===== src/hw/rtl/assert_macros.svh =====
// assertion helpers, clocked on clk_i and disabled while rst_ni is low
`ifndef ASSERT_MACROS_SVH
`define ASSERT_MACROS_SVH

`ifndef SYNTHESIS
`define UTF8D_ASSERT(label, prop) \
  label: assert property (@(posedge clk_i) disable iff (!rst_ni) prop) \
    else $error("utf8 decoder check failed");
`define UTF8D_ASSERT_NEXT(label, pre, post) \
  label: assert property (@(posedge clk_i) disable iff (!rst_ni) (pre) |=> (post)) \
    else $error("utf8 decoder check failed");
`else
`define UTF8D_ASSERT(label, prop)
`define UTF8D_ASSERT_NEXT(label, pre, post)
`endif

`endif


===== src/hw/rtl/utf8d_pkg.sv =====
package utf8d_pkg;

  localparam int unsigned CpWidth  = 31;
  localparam int unsigned CntWidth = 3;

  localparam logic [7:0] ByteAsciiEnd  = 8'h80;
  localparam logic [7:0] ByteLead2Min  = 8'hC2;
  localparam logic [7:0] ByteLead3Min  = 8'hE0;
  localparam logic [7:0] ByteLead4Min  = 8'hF0;
  localparam logic [7:0] ByteLead5Min  = 8'hF8;
  localparam logic [7:0] ByteLead6Min  = 8'hFC;
  localparam logic [7:0] ByteLeadEnd   = 8'hFE;
  localparam logic [7:0] ContMask      = 8'hC0;
  localparam logic [7:0] ContTag       = 8'h80;
  localparam logic [7:0] Min2ndDefault = 8'h80;
  localparam logic [7:0] Min2ndE0      = 8'hA0;
  localparam logic [7:0] Min2ndF0      = 8'h90;
  localparam logic [7:0] Min2ndF8      = 8'h88;
  localparam logic [7:0] Min2ndFc      = 8'h84;

  typedef enum logic [1:0] {
    ST_OK         = 2'd0,
    ST_INVALID    = 2'd1,
    ST_INCOMPLETE = 2'd2
  } status_e;

  typedef struct packed {
    logic [CpWidth-1:0]  partial;
    logic [CntWidth-1:0] remaining;
    logic [CntWidth-1:0] length;
    logic [7:0]          min_second;
    logic                awaiting_second;
  } utf8d_state_t;

  typedef struct packed {
    logic [CpWidth-1:0]  code_point;
    logic [CntWidth-1:0] byte_count;
    status_e             status;
  } utf8d_result_t;

  localparam utf8d_state_t IdleState = '{
    partial:         '0,
    remaining:       '0,
    length:          '0,
    min_second:      Min2ndDefault,
    awaiting_second: 1'b0
  };

endpackage


===== src/hw/rtl/utf8d_step.sv =====
module utf8d_step (
  input  utf8d_pkg::utf8d_state_t  state_i,
  input  logic [7:0]               data_byte_i,
  input  logic                     end_of_input_i,
  input  logic                     long_forms_enable_i,
  output utf8d_pkg::utf8d_state_t  state_o,
  output logic                     res_valid_o,
  output utf8d_pkg::utf8d_result_t res_o
);
  import utf8d_pkg::*;

  logic [CntWidth-1:0] lead_len;
  logic [CpWidth-1:0]  lead_val;
  logic [7:0]          lead_min;
  logic                lead_bad;
  logic [CntWidth-1:0] taken;
  logic [CntWidth-1:0] rem_next;
  logic [CpWidth-1:0]  val_next;
  logic                cont_bad;

  // lead byte classification
  always_comb begin
    lead_len = '0;
    lead_val = '0;
    lead_min = Min2ndDefault;
    lead_bad = 1'b0;
    priority if (data_byte_i < ByteLead2Min) begin
      lead_bad = 1'b1;
    end else if (data_byte_i < ByteLead3Min) begin
      lead_len = CntWidth'(2);
      lead_val = CpWidth'(data_byte_i[4:0]);
    end else if (data_byte_i < ByteLead4Min) begin
      lead_len = CntWidth'(3);
      lead_val = CpWidth'(data_byte_i[3:0]);
      if (data_byte_i == ByteLead3Min) lead_min = Min2ndE0;
    end else if (data_byte_i < ByteLead5Min && long_forms_enable_i) begin
      lead_len = CntWidth'(4);
      lead_val = CpWidth'(data_byte_i[2:0]);
      if (data_byte_i == ByteLead4Min) lead_min = Min2ndF0;
    end else if (data_byte_i < ByteLead6Min && long_forms_enable_i) begin
      lead_len = CntWidth'(5);
      lead_val = CpWidth'(data_byte_i[1:0]);
      if (data_byte_i == ByteLead5Min) lead_min = Min2ndF8;
    end else if (data_byte_i < ByteLeadEnd && long_forms_enable_i) begin
      lead_len = CntWidth'(6);
      lead_val = CpWidth'(data_byte_i[0]);
      if (data_byte_i == ByteLead6Min) lead_min = Min2ndFc;
    end else begin
      lead_bad = 1'b1;
    end
  end

  assign taken    = state_i.length - state_i.remaining + CntWidth'(1);
  assign rem_next = state_i.remaining - CntWidth'(1);
  assign val_next = {state_i.partial[CpWidth-7:0], data_byte_i[5:0]};
  assign cont_bad = ((data_byte_i & ContMask) != ContTag) ||
                    (state_i.awaiting_second && (data_byte_i < state_i.min_second));

  always_comb begin
    state_o     = state_i;
    res_valid_o = 1'b0;
    res_o       = '{code_point: '0, byte_count: '0, status: ST_OK};
    if (state_i.remaining == '0) begin
      priority if (data_byte_i < ByteAsciiEnd) begin
        res_valid_o      = 1'b1;
        res_o.code_point = CpWidth'(data_byte_i);
        res_o.byte_count = CntWidth'(1);
      end else if (lead_bad) begin
        res_valid_o      = 1'b1;
        res_o.byte_count = CntWidth'(1);
        res_o.status     = ST_INVALID;
        state_o          = IdleState;
      end else if (end_of_input_i) begin
        res_valid_o      = 1'b1;
        res_o.byte_count = CntWidth'(1);
        res_o.status     = ST_INCOMPLETE;
        state_o          = IdleState;
      end else begin
        state_o.partial         = lead_val;
        state_o.length          = lead_len;
        state_o.remaining       = lead_len - CntWidth'(1);
        state_o.min_second      = lead_min;
        state_o.awaiting_second = 1'b1;
      end
    end else begin
      priority if (cont_bad) begin
        res_valid_o      = 1'b1;
        res_o.byte_count = taken;
        res_o.status     = ST_INVALID;
        state_o          = IdleState;
      end else if (rem_next == '0) begin
        res_valid_o      = 1'b1;
        res_o.code_point = val_next;
        res_o.byte_count = taken;
        state_o          = IdleState;
      end else if (end_of_input_i) begin
        res_valid_o      = 1'b1;
        res_o.byte_count = taken;
        res_o.status     = ST_INCOMPLETE;
        state_o          = IdleState;
      end else begin
        state_o.partial         = val_next;
        state_o.remaining       = rem_next;
        state_o.awaiting_second = 1'b0;
      end
    end
  end

endmodule


===== src/hw/rtl/utf8d_out_reg.sv =====
module utf8d_out_reg (
  input  logic                     clk_i,
  input  logic                     rst_ni,
  input  logic                     adv_i,
  input  logic                     res_valid_i,
  input  utf8d_pkg::utf8d_result_t res_i,
  input  logic                     out_stall_i,
  output logic                     free_o,
  output logic                     out_valid_o,
  output utf8d_pkg::utf8d_result_t res_o
);
  import utf8d_pkg::*;

  logic          valid_q, valid_d;
  utf8d_result_t res_q;
  logic          load;

  // slot frees up when empty or when the held word leaves this cycle
  assign free_o  = !valid_q || !out_stall_i;
  assign load    = adv_i && res_valid_i;
  assign valid_d = free_o ? load : valid_q;

  always_ff @(posedge clk_i or negedge rst_ni) begin
    if (!rst_ni) begin
      valid_q <= 1'b0;
    end else begin
      valid_q <= valid_d;
    end
  end

  always_ff @(posedge clk_i) begin
    if (load) begin
      res_q <= res_i;
    end
  end

  assign out_valid_o = valid_q;
  assign res_o       = res_q;

endmodule


===== src/hw/rtl/utf8_code_point_decoder_top.sv =====
// channel | direction | handshake              | payload
// in      | input     | in_valid_i/in_stall_o  | data_byte_i, end_of_input_i
// out     | output    | out_valid_o/out_stall_i| code_point_o, byte_count_o, status_o
// cfg     | input     | cfg_we_i               | cfg_wdata_i (long_forms_enable)
//
// one byte per cycle while in is not stalled: a byte is registered in the input
// register, then decoded against the sequence state into the result register
// bytes that do not end a character update the state only and give no word
// a stall on out holds the result register and stalls in only while a byte
// waits in the input register
// reset empties both registers, idles the decoder and sets long_forms_enable
module utf8_code_point_decoder_top (
  input  logic                          clk_i,
  input  logic                          rst_ni,
  input  logic                          in_valid_i,
  output logic                          in_stall_o,
  input  logic [7:0]                    data_byte_i,
  input  logic                          end_of_input_i,
  output logic                          out_valid_o,
  input  logic                          out_stall_i,
  output logic [utf8d_pkg::CpWidth-1:0] code_point_o,
  output logic [utf8d_pkg::CntWidth-1:0] byte_count_o,
  output logic [1:0]                    status_o,
  input  logic                          cfg_we_i,
  input  logic                          cfg_wdata_i
);
  import utf8d_pkg::*;
  `include "assert_macros.svh"

  logic          in_valid_q, in_valid_d;
  logic [7:0]    byte_q;
  logic          end_q;
  logic          long_en_q;
  utf8d_state_t  state_q, state_d, step_state;
  logic          step_res_valid;
  utf8d_result_t step_res, out_res;
  logic          out_free;
  logic          adv;
  logic          in_take;

  assign adv        = in_valid_q && out_free;
  assign in_stall_o = in_valid_q && !out_free;
  assign in_take    = in_valid_i && !in_stall_o;
  assign in_valid_d = in_take || (in_valid_q && !adv);
  assign state_d    = adv ? step_state : state_q;

  always_ff @(posedge clk_i or negedge rst_ni) begin
    if (!rst_ni) begin
      in_valid_q <= 1'b0;
      state_q    <= IdleState;
      long_en_q  <= 1'b1;
    end else begin
      in_valid_q <= in_valid_d;
      state_q    <= state_d;
      if (cfg_we_i) begin
        long_en_q <= cfg_wdata_i;
      end
    end
  end

  always_ff @(posedge clk_i) begin
    if (in_take) begin
      byte_q <= data_byte_i;
      end_q  <= end_of_input_i;
    end
  end

  utf8d_step u_step (
    .state_i             (state_q),
    .data_byte_i         (byte_q),
    .end_of_input_i      (end_q),
    .long_forms_enable_i (long_en_q),
    .state_o             (step_state),
    .res_valid_o         (step_res_valid),
    .res_o               (step_res)
  );

  utf8d_out_reg u_out_reg (
    .clk_i       (clk_i),
    .rst_ni      (rst_ni),
    .adv_i       (adv),
    .res_valid_i (step_res_valid),
    .res_i       (step_res),
    .out_stall_i (out_stall_i),
    .free_o      (out_free),
    .out_valid_o (out_valid_o),
    .res_o       (out_res)
  );

  assign code_point_o = out_res.code_point;
  assign byte_count_o = out_res.byte_count;
  assign status_o     = out_res.status;

  // failed or cut-off characters never carry a value
  `UTF8D_ASSERT(a_err_zero_cp, out_valid_o && (status_o != ST_OK) |-> code_point_o == '0)
  // a one-byte character is plain ascii
  `UTF8D_ASSERT(a_single_ascii,
    out_valid_o && (status_o == ST_OK) && (byte_count_o == CntWidth'(1)) |-> code_point_o < 31'h80)
  `UTF8D_ASSERT(a_count_range,
    out_valid_o |-> (byte_count_o != '0) && (byte_count_o <= CntWidth'(6)))
  // mid-sequence the remaining count stays below the length fixed by the lead
  `UTF8D_ASSERT(a_remaining_lt_len,
    state_q.remaining != '0 |-> state_q.remaining < state_q.length)
  `UTF8D_ASSERT_NEXT(a_no_adv_holds_state, !adv, $stable(state_q))

endmodule

===== config.mk =====
export PLATFORM = sky130hd
export DESIGN_NAME = utf8_code_point_decoder_top
export DESIGN_NICKNAME = d
export VERILOG_FILES = /design/src/hw/rtl/utf8d_pkg.sv /design/src/hw/rtl/utf8d_step.sv /design/src/hw/rtl/utf8d_out_reg.sv /design/src/hw/rtl/utf8_code_point_decoder_top.sv
export VERILOG_INCLUDE_DIRS = /design/src /design/src/hw/rtl
export SDC_FILE = /design/constraint.sdc
export NUM_CORES = 1
export LEC_CHECK = 0
export ABC_CLOCK_PERIOD_IN_PS = 3500
export BUFFER_PORTS_ARGS = -buffer_cell sky130_fd_sc_hd__buf_4
export CELL_PAD_IN_SITES_DETAIL_PLACEMENT = 0
export CELL_PAD_IN_SITES_GLOBAL_PLACEMENT = 1
export CORE_MARGIN = 3
export CORE_UTILIZATION = 48
export DETAILED_ROUTE_END_ITERATION = 8
export PLACE_DENSITY = 0.89
export SETUP_SLACK_MARGIN = 0.2
export SYNTH_ARGS = -nofsm -noshare
export SYNTH_HDL_FRONTEND = slang
export SYNTH_HIERARCHICAL = 1
export SYNTH_SLANG_ARGS = --single-unit
export TNS_END_PERCENT = 100

===== constraint.sdc =====
create_clock -name clk_i -period 3.5 [get_ports clk_i]
set_input_delay 0.35 -clock clk_i [delete_from_list [all_inputs] [get_ports clk_i]]
set_output_delay 0.35 -clock clk_i [all_outputs]
set_load 0.01 [all_outputs]

# Word level (Yosys, flattened, before mapping)
# Index checks and enable logic that the tools add are counted.
# word_totals
reg_bits	88
input_bits	15
out_inout_bits	38
elab_cells	107
# classes
n_addsub	4
order_cmp	8
eq_ne	6
muxes	54
n_reduce_logical	22
# op_table
cell	n
$mux 40	6
$mux 25	4
$mux 31	2
$lt 8x8->1 const B	7
$mux 8	7
$mux 36	1
$eq 8x8->1 const B	4
$mux 3	10
$mux 28	1
$mux 5	4
$mux 1	13
$mux 11	1
$logic_and 1x1->1	9
$lt 8x8->1	1
$logic_not 3->1	2
$mux 2	3
$mux 6	1
$sub 3x1->3 const B	2
$logic_not 1->1	5
$mux 4	1
$ne 2x2->1 const B	2
$reduce_bool 4->1	1
$add 3x1->3 const B	1
$logic_or 1x1->1	3
other kinds (3)	3

# Depth between registers and ports, before layout
# depth
depth_word	13
mapped_depth	10
depth_no_buf	8

# Modules after synthesis
# Netlist, hierarchy kept.
# modules_own_cells
mod	instances	cells_per_inst	area_each_um2
utf8_code_point_decoder_top	1	115	2192.1
utf8d_step	1	229	1557.7
utf8d_out_reg	1	40	1124.8

# Least setup slack after synthesis
# No wires, ideal clock.
# synth_path
path_type	register to register
from	register byte_q[1]
to	register u_out_reg.res_q, in the netlist u_out_reg/res_o[0], enable pin
arrival_ps	2764
t_required_ps	3103
path_slack_ps	340
path_stages_with_launch	9
path_buffers	1
period_less_slack_ps	3160
cell_sequence	edfxtp_1 -> ha_1 -> or3b_1 -> o2111ai_2 -> a41oi_2 -> o211a_4 -> buf_6 -> nor2_1 -> and2_1
# synth_via
elab_chain_len	12
word_cells_on_any_way	24
# synth_lines
item	line	rtl
from (decl)	utf8_code_point_decoder_top.sv:31	logic [7:0] byte_q;
from (signal assigned)	utf8_code_point_decoder_top.sv:63	byte_q <= data_byte_i;
$lt 8x8->1	utf8d_step.sv:44	end else if (data_byte_i < ByteLeadEnd && long_forms_enable_i) begin
$logic_and 1x1->1	utf8d_step.sv:44	
$mux 1	utf8d_step.sv:44	
$mux 1	utf8d_step.sv:40	end else if (data_byte_i < ByteLead6Min && long_forms_enable_i) begin
$mux 1	utf8d_step.sv:36	end else if (data_byte_i < ByteLead5Min && long_forms_enable_i) begin
$mux 1	utf8d_step.sv:32	end else if (data_byte_i < ByteLead4Min) begin
$mux 1	utf8d_step.sv:29	end else if (data_byte_i < ByteLead3Min) begin
$mux 1	utf8d_step.sv:27	priority if (data_byte_i < ByteLead2Min) begin
$mux 1	utf8d_step.sv:68	end else if (lead_bad) begin
$mux 1	utf8d_step.sv:64	priority if (data_byte_i < ByteAsciiEnd) begin
$mux 1 (*)	utf8d_step.sv:63	if (state_i.remaining == '0) begin
named net step_res_valid	utf8_code_point_decoder_top.sv:35	logic step_res_valid;
$logic_and 1x1->1 (*)	utf8d_out_reg.sv:20	assign load = adv_i && res_valid_i;
named net u_out_reg.load	utf8d_out_reg.sv:16	logic load;
to (signal assigned)	utf8d_out_reg.sv:33	res_q <= res_i;
to (decl)	utf8d_out_reg.sv:15	utf8d_result_t res_q;
# The timed path passes the listed nets; every way through them passes the cells marked *.
# A chain may end at the register's enable or synchronous reset.

# Worst setup path in the final report
# layout_path
from	register byte_q[1]
to	register u_out_reg.res_q, in the netlist u_out_reg/res_o[4], enable pin
# The elaborated chain is that of the path after synthesis.

==> out/results.txt <==
Synth Cell Area - 4600 sq um
status - finished, final reports clean
hold crit path type - in2reg
DIE HEIGHT - 104 um
clk_skew - 8.81 ps
Fin Setup TNS - 0 ps
global route hottest layer - met2
CP max-delay cell - edfxtp_1
max_slew headroom - 0.632
switching power - 0.000946 W
insertion delay to the later sink of the worst-skew pair - 360 ps
M1 GR Usage - 0.226
share of post-route cells with drive strength above 1 - 0.310
Final #Nets - 445
Slew Viols, Final - 0
final setup vio count - 0
gr usage total - 0.173
Sequential Power Share - 0.481
VDD IR max - 370 uV
Power Total - 0.00280 W
Pre-Repair DR Iteration Count - 5
Vias/cell - 5.54
GRT overflow - 0
met2 Use GR - 0.276
wire per inst - 16.4 um
CP required - 3520 ps
fin crit share - 0.777
Ant. Diodes - 0
Die W - 104 um
RSZ-0062 raised after global routing - no
Gate Count Post-Synth - 366
Vias - 3042
WP data arrival - 2740 ps
CTS HTree Levels - 3
DRT Wirelength - 9010 um
M3 GR Usage - 0.0422
Setup CP Type - reg2reg
syn avg cell area - 12.6 sq um
clock share of power - 0.230
clock slew at reported path FFs - 90 ps
crit path capture type - flop
area delta synth->final - 14.2%
root buffer cell - clkbuf_8
CP Cell Sequence - ha_1, or3b_1, o2111ai_2, a41oi_2, o211a_4, nor2_1, and2_1, buf_4
f_max - 0.368 GHz
final worst setup slack - 780 ps
CTS Sinks - 88
Final min period - 2720 ps
Final Wtd Congestion - 0.902
# fillers - 789
die area - 10800 sq um
TritonCTS clock tree - yes
total setup buffers inserted after CTS - 0
Core Box Area - 9280 sq um
CP Launch Type - flop
Port Buf Inserts - 52
Yosys Warn Count - 6
pin count of the biggest net entering global routing - 44
Final ANT Viol Nets - 0
row cnt - 35
Remaining DRCs - 0
DP HPWL - 6230 um
Initial Utilization - 0.496
initial antenna violation count - 0
Internal - 0.00185 W
largest fanout on the critical path - 36
switching share of total power - 0.338
Util after Layout - 0.567
vias in the first global route - 2940
first-pass GRT wire length - 15000 um
final hold violation count - 0
pre-CTS setup slack - 772 ps
P_leak - 2.27 nW
PD cells - 532 nW/um^2
Worst-Margin Slew - 548 ps
IO Count - 53
CTS Buffer Depth - 2
combinational power share - 0.289
syn nets - 396
slowest cell delay on critical path - 510 ps
hold_ws - 163 ps
number of CTS-inserted buffers - 9
DR iter-0 viols - 215
MaxCap Viol Count - 0
per-layer routing:
metal | share of wire | wire length [um] | vias to the layer above
met3 | 0.057 | 516 | 18
met2 | 0.48 | 4340 | 103
met4 | 0.018 | 166 | 0
li1 | - | - | 1449
met5 | 0 | 0 | -
met1 | 0.44 | 3980 | 1472
what timing repair did:
item                       in CTS  in global routing
resized for setup               0                  0
hold endpoints to repair       39                  0
setup endpoints to repair       0                  0
hold buffers                    1                  0
flip-flops by register name, indices dropped and copies added (netlist names):
register / flops
end_q: 1
long_en_q: 1
byte_q: 8
in_valid_q: 1
u_out_reg/out_valid_o: 1
u_out_reg/res_o: 36
state_q: 40
final cells by class:
class	instances	area (sq um)	share of cell area
tap	129	161	0.0307
sequential	88	2430	0.462
inverter	19	71.3	0.0136
clock inverter	6	52.6	0.00999
clock buffer	10	128	0.0243
timing repair buffer	60	453	0.0861
multi-input combinational	237	1960	0.373
cells in the final DEF, fill, tap and decap left out, types with 9 or more instances in the layout:
cell and n:
buf_4 59, edfxtp_1 45, dfrtp_1 41, mux2_4 29, and2_1 28, nand2_1 23, a22o_1 22, inv_1 19
ha_1 15, o21ai_0 13, mux2_2 12, nor2_1 12, o21a_1 10, clkbuf_8 9
power by group through the flow:
stage | sequential (W) | clock [W] | combinational, W
detailed placement | 0.00137 | 0 | 0.000813
floorplan | 0.00137 | 0 | 0.000523
global route | 0.00136 | 0.000704 | 0.000881
CTS | 0.00134 | 0.000665 | 0.000817
global placement | 0.00136 | 0 | 0.000804
finish | 0.00134 | 0.000643 | 0.000809
critical path: cells and delay by family, from the launching register on:
family	cells	cell delay (ps)
buffers and inverters	1	370
and+or+nand+nor	3	660
adders and majority gates	1	270
DFF	1	510
AOI/OAI and AO/OA	3	550
final timing paths:
path,depth (start not counted),to,startpoint,slack [ps]
min in group asynchronous,2,state_q[14]$_DFFE_PN0P_,rst_ni,510
max in group asynchronous,2,state_q[8]$_DFFE_PN1P_,rst_ni,2600
min reg2reg,1,state_q[1]$_DFFE_PN0P_,state_q[1]$_DFFE_PN0P_,540
max reg2reg,8,u_out_reg/res_o[4]$_DFFE_PP_,byte_q[1]$_DFFE_PP_,780
max,8,u_out_reg/res_o[4]$_DFFE_PP_,byte_q[1]$_DFFE_PP_,780
min,1,byte_q[4]$_DFFE_PP_,data_byte_i[4],160
metrics by stage:
stage,area [sq um],cells
3_5_place_dp,5070,532
3_3_place_gp,5070,532
5_1_grt,5260,549
2_1_floorplan,4600,366
6_report,5260,549
4_1_cts,5260,549
(Power assumes the default switching activity.)
